File: src/bgf_pkg.sv
`timescale 1ns / 1ps
`default_nettype none
// ----------------------------------------------------------------------------
// bgf_pkg: shared constants and types for the bilinear gradient fill
// Channel widths, register indexes, mix phase codes and the command word
// passed from the controller to the datapath.
// ----------------------------------------------------------------------------
package bgf_pkg;

   localparam int CH_BITS       = 16;   // bits per color channel
   localparam int WT_BITS       = 16;   // bits per interpolation weight
   localparam int NUM_CH        = 4;    // red, green, blue, alpha
   localparam int COLOR_BITS    = CH_BITS * NUM_CH;
   localparam int MAX_W         = 4096;
   localparam int MAX_H         = 4096;
   localparam int POS_BITS      = 12;   // scan column / row
   localparam int SIZE_BITS     = 13;   // frame width / height registers
   localparam int PIX_BITS      = 24;
   localparam int CSR_IDX_BITS  = 3;
   localparam int CSR_DATA_BITS = 64;
   localparam int CH_IDX_BITS   = $clog2(NUM_CH);
   localparam int DIV_CNT_BITS  = $clog2(WT_BITS);

   // configuration register indexes
   localparam logic [CSR_IDX_BITS-1:0] REG_TOP_LEFT     = 3'd0;
   localparam logic [CSR_IDX_BITS-1:0] REG_TOP_RIGHT    = 3'd1;
   localparam logic [CSR_IDX_BITS-1:0] REG_BOTTOM_LEFT  = 3'd2;
   localparam logic [CSR_IDX_BITS-1:0] REG_BOTTOM_RIGHT = 3'd3;
   localparam logic [CSR_IDX_BITS-1:0] REG_FRAME_WIDTH  = 3'd4;
   localparam logic [CSR_IDX_BITS-1:0] REG_FRAME_HEIGHT = 3'd5;

   localparam logic [SIZE_BITS-1:0] WIDTH_RESET  = 13'd320;
   localparam logic [SIZE_BITS-1:0] HEIGHT_RESET = 13'd240;

   // mix phases: even phases load p*(1-w), odd phases add q*w and retire
   localparam int PH_BITS = 3;
   localparam logic [PH_BITS-1:0] PH_TOP_A = 3'd0;
   localparam logic [PH_BITS-1:0] PH_TOP_B = 3'd1;
   localparam logic [PH_BITS-1:0] PH_BOT_A = 3'd2;
   localparam logic [PH_BITS-1:0] PH_BOT_B = 3'd3;
   localparam logic [PH_BITS-1:0] PH_OUT_A = 3'd4;
   localparam logic [PH_BITS-1:0] PH_OUT_B = 3'd5;

   typedef struct packed {
      logic                   start;     // word accepted: latch position
      logic                   div_step;  // one radix-2 weight divide step
      logic                   mix_step;  // one multiply-accumulate step
      logic [CH_IDX_BITS-1:0] chan;
      logic [PH_BITS-1:0]     phase;
      logic                   load_out;  // move result into output register
   } bgf_cmd_type;

endpackage
`default_nettype wire

File: src/bgf_req_if.sv
`timescale 1ns / 1ps
`default_nettype none
// ----------------------------------------------------------------------------
// bgf_req_if: request channel of the gradient fill
// Valid/ready channel carrying the restart flag.
// ----------------------------------------------------------------------------
interface bgf_req_if;
   logic valid;
   logic ready;
   logic restart;

   modport source (output valid, output restart, input ready);
   modport sink   (input valid, input restart, output ready);
endinterface
`default_nettype wire

File: src/bgf_rsp_if.sv
`timescale 1ns / 1ps
`default_nettype none
// ----------------------------------------------------------------------------
// bgf_rsp_if: pixel response channel of the gradient fill
// Valid/ready channel carrying one pixel position and its RGBA color.
// ----------------------------------------------------------------------------
interface bgf_rsp_if import bgf_pkg::*; ();
   logic                valid;
   logic                ready;
   logic [PIX_BITS-1:0] pixel_index;
   logic [POS_BITS-1:0] column;
   logic [POS_BITS-1:0] row;
   logic [CH_BITS-1:0]  red;
   logic [CH_BITS-1:0]  green;
   logic [CH_BITS-1:0]  blue;
   logic [CH_BITS-1:0]  alpha;
   logic                frame_end;

   modport source (output valid, output pixel_index, output column, output row,
                   output red, output green, output blue, output alpha,
                   output frame_end, input ready);
   modport sink   (input valid, input pixel_index, input column, input row,
                   input red, input green, input blue, input alpha,
                   input frame_end, output ready);
endinterface
`default_nettype wire

File: src/bilinear_gradient_fill.sv
`timescale 1ns / 1ps
`default_nettype none
// ----------------------------------------------------------------------------
// bilinear_gradient_fill: four-corner RGBA gradient raster source
// Each request word emits the next pixel of the frame in row-major order,
// colored by bilinear interpolation between the four corner colors.
//
//   channel   direction  handshake     word
//   req_chan  in         valid/ready   restart
//   rsp_chan  out        valid/ready   pixel_index, column, row, RGBA, frame_end
//   csr_*     in         write enable  register index, 64-bit data
//
// Each pixel runs through the accept cycle, 16 radix-2 divide steps for the two
// weights, 24 steps of the single shared multiply-accumulate (six per channel)
// and the load of the output register; no new request is taken before that load.
// The result sits in an output register; the next request is taken while it
// waits, and the sequencer stalls only when a new result is ready first.
// Reset (synchronous, active high) restores corner colors 0 and a 320x240 frame.
// ----------------------------------------------------------------------------
module bilinear_gradient_fill import bgf_pkg::*; (
   input  wire logic                     clock,
   input  wire logic                     reset,
   bgf_req_if.sink                       req_chan,
   bgf_rsp_if.source                     rsp_chan,
   input  wire logic                     csr_we,
   input  wire logic [CSR_IDX_BITS-1:0]  csr_index,
   input  wire logic [CSR_DATA_BITS-1:0] csr_wdata
);

   bgf_cmd_type cmd;
   logic        req_ready;
   logic        rsp_valid;

   bgf_ctrl u_ctrl (
      .clock     (clock),
      .reset     (reset),
      .req_valid (req_chan.valid),
      .req_ready (req_ready),
      .rsp_valid (rsp_valid),
      .rsp_ready (rsp_chan.ready),
      .cmd       (cmd)
   );

   bgf_dp u_dp (
      .clock           (clock),
      .reset           (reset),
      .cmd             (cmd),
      .csr_we          (csr_we),
      .csr_index       (csr_index),
      .csr_wdata       (csr_wdata),
      .req_restart     (req_chan.restart),
      .rsp_pixel_index (rsp_chan.pixel_index),
      .rsp_column      (rsp_chan.column),
      .rsp_row         (rsp_chan.row),
      .rsp_red         (rsp_chan.red),
      .rsp_green       (rsp_chan.green),
      .rsp_blue        (rsp_chan.blue),
      .rsp_alpha       (rsp_chan.alpha),
      .rsp_frame_end   (rsp_chan.frame_end)
   );

   assign req_chan.ready = req_ready;
   assign rsp_chan.valid = rsp_valid;

endmodule
`default_nettype wire

File: src/bgf_ctrl.sv
`timescale 1ns / 1ps
`default_nettype none
// ----------------------------------------------------------------------------
// bgf_ctrl: sequencer of the gradient fill
// Steps each word through the weight divide, the shared multiply-accumulate
// and the output register; owns the channel handshakes.
// ----------------------------------------------------------------------------
module bgf_ctrl import bgf_pkg::*; (
   input  wire logic  clock,
   input  wire logic  reset,
   input  wire logic  req_valid,
   output logic       req_ready,
   output logic       rsp_valid,
   input  wire logic  rsp_ready,
   output bgf_cmd_type cmd
);

   localparam logic [1:0] S_IDLE = 2'd0;
   localparam logic [1:0] S_DIV  = 2'd1;
   localparam logic [1:0] S_MIX  = 2'd2;
   localparam logic [1:0] S_OUT  = 2'd3;

   logic [1:0]              state_ff, state_in;
   logic [DIV_CNT_BITS-1:0] cnt_ff, cnt_in;
   logic [PH_BITS-1:0]      phase_ff, phase_in;
   logic [CH_IDX_BITS-1:0]  chan_ff, chan_in;
   logic                    rsp_valid_ff, rsp_valid_in;

   // next state and commands
   always_comb begin
      state_in   = state_ff;
      cnt_in     = cnt_ff;
      phase_in   = phase_ff;
      chan_in    = chan_ff;
      req_ready  = 1'b0;
      cmd        = '0;
      cmd.chan   = chan_ff;
      cmd.phase  = phase_ff;
      unique case (state_ff)
         S_IDLE: begin
            req_ready = 1'b1;
            if (req_valid) begin
               cmd.start = 1'b1;
               cnt_in    = '0;
               state_in  = S_DIV;
            end
         end
         S_DIV: begin
            cmd.div_step = 1'b1;
            cnt_in       = cnt_ff + 1'b1;
            if (cnt_ff == DIV_CNT_BITS'(WT_BITS - 1)) begin
               phase_in = PH_TOP_A;
               chan_in  = '0;
               state_in = S_MIX;
            end
         end
         S_MIX: begin
            cmd.mix_step = 1'b1;
            if (phase_ff == PH_OUT_B) begin
               phase_in = PH_TOP_A;
               chan_in  = chan_ff + 1'b1;
               if (chan_ff == CH_IDX_BITS'(NUM_CH - 1))
                  state_in = S_OUT;
            end else begin
               phase_in = phase_ff + 1'b1;
            end
         end
         S_OUT: begin
            if (!rsp_valid_ff || rsp_ready) begin
               cmd.load_out = 1'b1;
               state_in     = S_IDLE;
            end
         end
         default: state_in = S_IDLE;
      endcase
   end

   // output register valid: set on load, cleared when taken
   always_comb begin
      if (cmd.load_out)
         rsp_valid_in = 1'b1;
      else if (rsp_ready)
         rsp_valid_in = 1'b0;
      else
         rsp_valid_in = rsp_valid_ff;
   end

   always_ff @(posedge clock) begin
      if (reset) begin
         state_ff     <= S_IDLE;
         cnt_ff       <= '0;
         phase_ff     <= PH_TOP_A;
         chan_ff      <= '0;
         rsp_valid_ff <= 1'b0;
      end else begin
         state_ff     <= state_in;
         cnt_ff       <= cnt_in;
         phase_ff     <= phase_in;
         chan_ff      <= chan_in;
         rsp_valid_ff <= rsp_valid_in;
      end
   end

   assign rsp_valid = rsp_valid_ff;

`ifndef SYNTHESIS
   // an accepted word always enters the divide phase next
   a_start_div: assert property (@(posedge clock) disable iff (reset)
      (req_valid && req_ready) |=> (state_ff == S_DIV))
      else $error("accepted word did not start the divide");

   // a held result is never overwritten
   a_no_overwrite: assert property (@(posedge clock) disable iff (reset)
      cmd.load_out |-> (!rsp_valid_ff || rsp_ready))
      else $error("output register overwritten while held");

   // a result appears only after the output state
   a_valid_source: assert property (@(posedge clock) disable iff (reset)
      $rose(rsp_valid_ff) |-> ($past(state_ff) == S_OUT))
      else $error("result valid raised outside output state");

   // the mix phase runs only after a full divide
   a_mix_entry: assert property (@(posedge clock) disable iff (reset)
      (state_ff == S_DIV && state_in == S_MIX) |->
         (cnt_ff == DIV_CNT_BITS'(WT_BITS - 1)))
      else $error("divide left early");
`endif

endmodule
`default_nettype wire

File: src/bgf_dp.sv
`timescale 1ns / 1ps
`default_nettype none
// ----------------------------------------------------------------------------
// bgf_dp: datapath of the gradient fill
// Configuration registers, scan position, radix-2 weight dividers, one
// shared 16x17 multiply-accumulate and the output register.
// ----------------------------------------------------------------------------
module bgf_dp import bgf_pkg::*; (
   input  wire logic                     clock,
   input  wire logic                     reset,
   input  wire bgf_cmd_type              cmd,
   input  wire logic                     csr_we,
   input  wire logic [CSR_IDX_BITS-1:0]  csr_index,
   input  wire logic [CSR_DATA_BITS-1:0] csr_wdata,
   input  wire logic                     req_restart,
   output logic [PIX_BITS-1:0]           rsp_pixel_index,
   output logic [POS_BITS-1:0]           rsp_column,
   output logic [POS_BITS-1:0]           rsp_row,
   output logic [CH_BITS-1:0]            rsp_red,
   output logic [CH_BITS-1:0]            rsp_green,
   output logic [CH_BITS-1:0]            rsp_blue,
   output logic [CH_BITS-1:0]            rsp_alpha,
   output logic                          rsp_frame_end
);

   localparam int PROD_BITS = CH_BITS + WT_BITS + 1;
   localparam logic [WT_BITS:0] ONE = (WT_BITS + 1)'(1) << WT_BITS;

   // configuration
   logic [COLOR_BITS-1:0] tl_ff, tr_ff, bl_ff, br_ff;
   logic [SIZE_BITS-1:0]  fw_ff, fh_ff;

   always_ff @(posedge clock) begin
      if (reset) begin
         tl_ff <= '0;
         tr_ff <= '0;
         bl_ff <= '0;
         br_ff <= '0;
         fw_ff <= WIDTH_RESET;
         fh_ff <= HEIGHT_RESET;
      end else if (csr_we) begin
         unique case (csr_index)
            REG_TOP_LEFT:     tl_ff <= csr_wdata[COLOR_BITS-1:0];
            REG_TOP_RIGHT:    tr_ff <= csr_wdata[COLOR_BITS-1:0];
            REG_BOTTOM_LEFT:  bl_ff <= csr_wdata[COLOR_BITS-1:0];
            REG_BOTTOM_RIGHT: br_ff <= csr_wdata[COLOR_BITS-1:0];
            REG_FRAME_WIDTH:  fw_ff <= csr_wdata[SIZE_BITS-1:0];
            REG_FRAME_HEIGHT: fh_ff <= csr_wdata[SIZE_BITS-1:0];
            default: ;
         endcase
      end
   end

   // effective frame size: zero acts as one, oversize clamps
   logic [SIZE_BITS-1:0] w_eff, h_eff;
   always_comb begin
      if (fw_ff == '0)
         w_eff = SIZE_BITS'(1);
      else if (fw_ff > SIZE_BITS'(MAX_W))
         w_eff = SIZE_BITS'(MAX_W);
      else
         w_eff = fw_ff;
      if (fh_ff == '0)
         h_eff = SIZE_BITS'(1);
      else if (fh_ff > SIZE_BITS'(MAX_H))
         h_eff = SIZE_BITS'(MAX_H);
      else
         h_eff = fh_ff;
   end

   // scan position: pos = pixel being built, scan = next pixel
   logic [POS_BITS-1:0] scan_col_ff, scan_row_ff;
   logic [POS_BITS-1:0] pos_col_ff, pos_row_ff;
   logic [POS_BITS-1:0] cur_col, cur_row, nxt_col, nxt_row;
   logic                wrap;

   always_comb begin
      wrap = req_restart || ({1'b0, scan_col_ff} >= w_eff) ||
             ({1'b0, scan_row_ff} >= h_eff);
      cur_col = wrap ? '0 : scan_col_ff;
      cur_row = wrap ? '0 : scan_row_ff;
      nxt_col = cur_col + 1'b1;
      nxt_row = cur_row;
      if (({1'b0, cur_col} + 1'b1) >= w_eff) begin
         nxt_col = '0;
         if (({1'b0, cur_row} + 1'b1) >= h_eff)
            nxt_row = '0;
         else
            nxt_row = cur_row + 1'b1;
      end
   end

   always_ff @(posedge clock) begin
      if (reset) begin
         scan_col_ff <= '0;
         scan_row_ff <= '0;
      end else if (cmd.start) begin
         scan_col_ff <= nxt_col;
         scan_row_ff <= nxt_row;
      end
   end

   always_ff @(posedge clock) begin
      if (cmd.start) begin
         pos_col_ff <= cur_col;
         pos_row_ff <= cur_row;
      end
   end

   // weights: (pos << 16) / size, one quotient bit per step
   logic [SIZE_BITS-1:0] rem_x_ff, rem_y_ff;
   logic [WT_BITS-1:0]   wx_ff, wy_ff;
   logic [SIZE_BITS:0]   tx, ty;

   always_comb begin
      tx = {rem_x_ff, 1'b0};
      ty = {rem_y_ff, 1'b0};
   end

   always_ff @(posedge clock) begin
      if (cmd.start) begin
         rem_x_ff <= {1'b0, cur_col};
         rem_y_ff <= {1'b0, cur_row};
         wx_ff    <= '0;
         wy_ff    <= '0;
      end else if (cmd.div_step) begin
         if (tx >= {1'b0, w_eff}) begin
            rem_x_ff <= SIZE_BITS'(tx - {1'b0, w_eff});
            wx_ff    <= {wx_ff[WT_BITS-2:0], 1'b1};
         end else begin
            rem_x_ff <= tx[SIZE_BITS-1:0];
            wx_ff    <= {wx_ff[WT_BITS-2:0], 1'b0};
         end
         if (ty >= {1'b0, h_eff}) begin
            rem_y_ff <= SIZE_BITS'(ty - {1'b0, h_eff});
            wy_ff    <= {wy_ff[WT_BITS-2:0], 1'b1};
         end else begin
            rem_y_ff <= ty[SIZE_BITS-1:0];
            wy_ff    <= {wy_ff[WT_BITS-2:0], 1'b0};
         end
      end
   end

   // pixel index, recomputed while the divide runs
   logic [PIX_BITS-1:0] pix_ff;
   always_ff @(posedge clock) begin
      if (cmd.div_step)
         pix_ff <= PIX_BITS'(pos_row_ff * w_eff + {{SIZE_BITS{1'b0}}, pos_col_ff});
   end

   // shared multiply-accumulate: p*(1-w) on even phases, +q*w on odd
   logic [CH_BITS-1:0]   top_ff, bot_ff;
   logic [PROD_BITS-1:0] acc_ff;
   logic [CH_BITS-1:0]   mul_a;
   logic [WT_BITS:0]     mul_b;
   logic [WT_BITS-1:0]   wsel;
   logic [PROD_BITS-1:0] prod, sum;
   logic [CH_BITS-1:0]   mix_res;
   logic [NUM_CH-1:0][CH_BITS-1:0] color_ff;

   always_comb begin
      case (cmd.phase)
         PH_TOP_A: mul_a = tl_ff[cmd.chan*CH_BITS +: CH_BITS];
         PH_TOP_B: mul_a = tr_ff[cmd.chan*CH_BITS +: CH_BITS];
         PH_BOT_A: mul_a = bl_ff[cmd.chan*CH_BITS +: CH_BITS];
         PH_BOT_B: mul_a = br_ff[cmd.chan*CH_BITS +: CH_BITS];
         PH_OUT_A: mul_a = top_ff;
         PH_OUT_B: mul_a = bot_ff;
         default:  mul_a = '0;
      endcase
      wsel    = (cmd.phase == PH_OUT_A || cmd.phase == PH_OUT_B) ? wy_ff : wx_ff;
      mul_b   = cmd.phase[0] ? {1'b0, wsel} : (ONE - {1'b0, wsel});
      prod    = PROD_BITS'(mul_a) * PROD_BITS'(mul_b);
      sum     = acc_ff + prod;
      mix_res = sum[WT_BITS +: CH_BITS];
   end

   always_ff @(posedge clock) begin
      if (cmd.mix_step) begin
         if (!cmd.phase[0])
            acc_ff <= prod;
         case (cmd.phase)
            PH_TOP_B: top_ff <= mix_res;
            PH_BOT_B: bot_ff <= mix_res;
            PH_OUT_B: color_ff[cmd.chan] <= mix_res;
            default: ;
         endcase
      end
   end

   // output register
   always_ff @(posedge clock) begin
      if (cmd.load_out) begin
         rsp_pixel_index <= pix_ff;
         rsp_column      <= pos_col_ff;
         rsp_row         <= pos_row_ff;
         rsp_red         <= color_ff[0];
         rsp_green       <= color_ff[1];
         rsp_blue        <= color_ff[2];
         rsp_alpha       <= color_ff[3];
         rsp_frame_end   <= ({1'b0, pos_col_ff} == w_eff - 1'b1) &&
                            ({1'b0, pos_row_ff} == h_eff - 1'b1);
      end
   end

endmodule
`default_nettype wire
File: src/flat_wrapper.sv
// flat-port wrapper written by rule: the top's interface ports become plain ports
module bilinear_gradient_fill_flat import bgf_pkg::*;
  (clock, reset, csr_we, csr_index, csr_wdata, req_chan_valid, req_chan_restart, req_chan_ready, rsp_chan_valid, rsp_chan_pixel_index, rsp_chan_column, rsp_chan_row, rsp_chan_red, rsp_chan_green, rsp_chan_blue, rsp_chan_alpha, rsp_chan_frame_end, rsp_chan_ready);
  bgf_req_if req_chan_i ();
  bgf_rsp_if rsp_chan_i ();
  input  wire logic clock;
  input  wire logic reset;
  input  wire logic csr_we;
  input  wire logic [CSR_IDX_BITS-1:0] csr_index;
  input  wire logic [CSR_DATA_BITS-1:0] csr_wdata;
  input wire logic [$bits(req_chan_i.valid)-1:0] req_chan_valid;
  input wire logic [$bits(req_chan_i.restart)-1:0] req_chan_restart;
  output wire logic [$bits(req_chan_i.ready)-1:0] req_chan_ready;
  output wire logic [$bits(rsp_chan_i.valid)-1:0] rsp_chan_valid;
  output wire logic [$bits(rsp_chan_i.pixel_index)-1:0] rsp_chan_pixel_index;
  output wire logic [$bits(rsp_chan_i.column)-1:0] rsp_chan_column;
  output wire logic [$bits(rsp_chan_i.row)-1:0] rsp_chan_row;
  output wire logic [$bits(rsp_chan_i.red)-1:0] rsp_chan_red;
  output wire logic [$bits(rsp_chan_i.green)-1:0] rsp_chan_green;
  output wire logic [$bits(rsp_chan_i.blue)-1:0] rsp_chan_blue;
  output wire logic [$bits(rsp_chan_i.alpha)-1:0] rsp_chan_alpha;
  output wire logic [$bits(rsp_chan_i.frame_end)-1:0] rsp_chan_frame_end;
  input wire logic [$bits(rsp_chan_i.ready)-1:0] rsp_chan_ready;
  assign req_chan_i.valid = req_chan_valid;
  assign req_chan_i.restart = req_chan_restart;
  assign req_chan_ready = req_chan_i.ready;
  assign rsp_chan_valid = rsp_chan_i.valid;
  assign rsp_chan_pixel_index = rsp_chan_i.pixel_index;
  assign rsp_chan_column = rsp_chan_i.column;
  assign rsp_chan_row = rsp_chan_i.row;
  assign rsp_chan_red = rsp_chan_i.red;
  assign rsp_chan_green = rsp_chan_i.green;
  assign rsp_chan_blue = rsp_chan_i.blue;
  assign rsp_chan_alpha = rsp_chan_i.alpha;
  assign rsp_chan_frame_end = rsp_chan_i.frame_end;
  assign rsp_chan_i.ready = rsp_chan_ready;
  bilinear_gradient_fill u_core (.clock(clock), .reset(reset), .req_chan(req_chan_i), .rsp_chan(rsp_chan_i), .csr_we(csr_we), .csr_index(csr_index), .csr_wdata(csr_wdata));
endmodule
File: config.mk
export PLATFORM = sky130hd
export DESIGN_NAME = bilinear_gradient_fill_flat
export DESIGN_NICKNAME = d
export VERILOG_FILES = /design/src/bgf_pkg.sv /design/src/bgf_req_if.sv /design/src/bgf_rsp_if.sv /design/src/bilinear_gradient_fill.sv /design/src/bgf_ctrl.sv /design/src/bgf_dp.sv /design/src/flat_wrapper.sv
export SDC_FILE = /design/constraint.sdc
export NUM_CORES = 2
export LEC_CHECK = 0
export ABC_CLOCK_PERIOD_IN_PS = 17250
export BUFFER_PORTS_ARGS = -buffer_cell sky130_fd_sc_hd__buf_4
export CORE_MARGIN = 10
export CORE_UTILIZATION = 50
export CTS_CLUSTER_DIAMETER = 150
export DETAILED_ROUTE_END_ITERATION = 8
export GPL_TIMING_DRIVEN = 0
export PLACE_DENSITY = 0.67
export SLEW_MARGIN = 30
export SYNTH_ARGS = -nofsm -noshare
export SYNTH_HDL_FRONTEND = slang
export SYNTH_HIERARCHICAL = 1
export SYNTH_SLANG_ARGS = --single-unit
export TNS_END_PERCENT = 5
File: constraint.sdc
create_clock -name clock -period 17.25 [get_ports clock]
set_input_delay 0 -clock clock [delete_from_list [all_inputs] [get_ports clock]]
set_output_delay 0 -clock clock [all_outputs]
set_load 0.02 [all_outputs]
==> reports/qor.yml <==
finish:
  layout_common_cells: "882 x nand2_1, 450 x inv_1, 447 x a21oi_1"
  num_antenna_cells: 0
  fillers: 7796
  layout_commonest_cell: "nand2_1"
  fin_nets: 5715
  final_layout_size_suffix_gt1_frac: 0.0909
  final_util: 0.574
  syn2layout_area_growth_pct: 14.4
  finalInstanceArea_um2: 50600
  finalNonFillerCells: 6246
timing:
  finClkSkew_ps: 23.3
  finalSetupTns_ps: 0
  finalCritPeriodShare: 0.763
  finalHoldViolations: 0
  finalSetupViolations: 0
  finalCriticalPeriod_ps: 13150
  drv_slew: 0
  rsz0062_at_grt: "false"
  relSlewSlack: 0.233
  max_freq_mhz: 76.0
  hold_ws_ps: 197
  max_slew.worst_pin.slew_ps: 1150
  finalWorstSetupSlack_ps: 4100
synth:
  ys_types: 99
  yosys_warnings: 6
  netlist_instances: 4680
  mappedNetlistNets: 5371
  ys_seq_area_frac: 0.372
  synth_area_um2: 44200
  ys_dominant_reg_cell: "dfxtp_1"
  synthArstFlopShare: 0
  synth_edf_count: 313
  syn_area_per_cell_um2: 9.45
  synth_seq_cells: 665
detailed_routing:
  drc_errors: 0
  avgRoutedWirePerCell_um: 21.9
  route.vias.total: 35500
  antenna_left: 0
  vias_per_cell: 5.69
  firstDrtPassIters: 6
  drtIter0Drc: 3515
  wl_um: 137000
worst_setup_path:
  crit_top_cell: "fa_1"
  path_max_fanout: 10
  crit_arrival_ps: 13430
  cp-end-kind: "flop"
  slowest_delay_ps: 820
  required_ps: 17520
  crit_family: "compound AO/OA/AOI/OAI gates"
  r2r-start: "u_core/u_ctrl/phase_ff[2]$_SDFFE_PP0P_"
  crit_buf_inv: 7
  cp_slowest_cell: "o22ai_1"
  worst-setup-path-type: "flop to flop"
  critPathLaunch: "u_core/u_ctrl/phase_ff[2]$_SDFFE_PP0P_"
  critPathLaunchType: "flop"
die:
  core-area_um2: 88100
  initial_utilization: 0.502
  fp-row-count: 109
  die-area_um2: 101000
  fp.dieW_um: 317
  die_y_um: 317
  ios: 188
pwr:
  combPwrFrac: 0.409
  pwr_density_cell_nw_per_um2: 122
  p_clk_frac: 0.257
  p_leak_nw: 21.0
  swShare: 0.390
  internal_power_mw: 3.78
  p_total_mw: 6.20
  peakVddDrop_mv: 0.112
  power_frac_seq: 0.333
  power_switching_mw: 2.42
grt:
  grt_pass1_vias: 35200
  antenna_found_initial: 1
  grt_max_degree: 114
  grt_util_all_layers: 0.265
  grt.overflow.total: 0
  grt_pass1_wl_um: 210000
clock_network:
  cts_buffers: 74
  clockBufferDepth: 3
  cts_setup_buffers: 0
  clock_latency_ps: 640
  cts_tree: "done"
  cts_resized: 0
  postCtsHoldBufs: 74
  numClockSinks: 665
  cts_htree_levels: 3
  root_buffer: "clkbuf_16"
  path_clk_slew_ps: 60
placed_design:
  hpwl_um: 106000
  place_area_um2: 47400
  place_congestion: 1.01
  port_buffers: 187
  numPlacedInstances: 6039
  dp_slack_ps: 4540
flow_run:
  cap_violations: 0
hold_path:
  hp-start: "csr_wdata[47]"
  hp-class: "primary input to flop"
outcome:
  status: "finished clean"
power groups by stage:
stage / logic (mW) / registers (mW) / clock network, mW
floorplan: 1.64 / 2.08 / 0
global placement: 2.40 / 2.10 / 0
detailed placement: 2.48 / 2.10 / 0
CTS: 2.51 / 2.07 / 1.62
global route: 2.78 / 2.08 / 1.69
finish: 2.54 / 2.07 / 1.60
routing by layer:
metal / routed length (µm) / vias to the layer above / global-route usage / part of all wire
met5: 13 / - / 0 / 0.000095
met4: 6690 / 2 / 0.120 / 0.049
met3: 10500 / 344 / 0.0457 / 0.077
met2: 62600 / 1490 / 0.429 / 0.46
met1: 56700 / 17300 / 0.346 / 0.42
li1: - / 16400 / - / -
layout make-up:
type / count / area [µm²] / share of cell area
Sequential cell: 665 / 16400 / 0.325
Clock inverter: 38 / 363 / 0.00717
Clock buffer: 95 / 2090 / 0.0414
Inverter: 456 / 1710 / 0.0338
Tap cell: 1165 / 1460 / 0.0288
Multi-Input combinational cell: 3329 / 25300 / 0.500
Buffer: 230 / 938 / 0.0185
Timing Repair Buffer: 268 / 2290 / 0.0453
cell usage after synthesis (14+ instances only):
| master | n | area (µm²) |
|---|---|---|
| nor2b_1 | 52 | 325 |
| and2_1 | 88 | 551 |
| nor3_1 | 38 | 190 |
| a31oi_1 | 15 | 93.8 |
| ha_1 | 289 | 3620 |
| or2_2 | 17 | 106 |
| nand3_1 | 64 | 320 |
| mux2i_1 | 73 | 731 |
| nand2_1 | 882 | 3310 |
| a21o_1 | 51 | 383 |
| o21ai_0 | 84 | 420 |
| and3_1 | 32 | 200 |
| a21oi_1 | 447 | 2240 |
| xnor2_1 | 107 | 937 |
| fa_1 | 329 | 6590 |
| nor2_1 | 280 | 1050 |
| nand2b_1 | 44 | 275 |
| a221oi_1 | 15 | 131 |
| buf_1 | 14 | 52.6 |
| or3_1 | 14 | 87.6 |
| a221o_1 | 36 | 360 |
| inv_1 | 450 | 1690 |
| clkbuf_1 | 178 | 668 |
| o21a_1 | 26 | 195 |
| buf_2 | 34 | 170 |
| a22oi_1 | 19 | 143 |
| edfxtp_1 | 313 | 9400 |
| nor4_1 | 14 | 87.6 |
| dfxtp_1 | 352 | 7050 |
| a211oi_1 | 25 | 188 |
| nand4_1 | 17 | 106 |
| xor2_1 | 47 | 412 |
| mux2_2 | 30 | 338 |
cells by family (layout without fill, tap and decap cells):
family | after synthesis | after routing | synth area share
xor gates and xnor gates | 155 | 155 | 0.0310
buffers and inverters | 686 | 1087 | 0.0597
AOI/OAI and AO/OA | 857 | 857 | 0.121
and+or+nand+nor | 1588 | 1588 | 0.158
DFF | 665 | 665 | 0.372
muxes | 111 | 111 | 0.0278
adders and majority gates | 618 | 618 | 0.231
state kept, by name (all words and copies together), names as in the netlist, 24 cells and up:
register / count
u_core/u_dp/br_ff: 64
u_core/u_dp/rsp_pixel_index: 24
u_core/u_dp/acc_ff: 32
u_core/u_dp/pix_ff: 24
u_core/u_dp/color_ff: 64
u_core/u_dp/bl_ff: 64
u_core/u_dp/tl_ff: 64
u_core/u_dp/tr_ff: 64
worst min-delay path, stage by stage:
cell and delay [ps]:
dlygate4sd3_1 530, buf_4 150, nand2_1 50, a21oi_1 50
final timing paths:
kind,slack [ps],cells past startpoint,to
worst max register to register,4100,36,u_core/u_dp/color_ff[15]$_DFFE_PP_
worst max-delay path,4100,36,u_core/u_dp/color_ff[15]$_DFFE_PP_
worst min-delay path,200,4,u_core/u_dp/tl_ff[47]$_SDFFE_PP0P_
worst min register to register,420,0,u_core/u_dp/rsp_pixel_index[9]$_DFFE_PP_
Power figures use the tool's default switching activity.
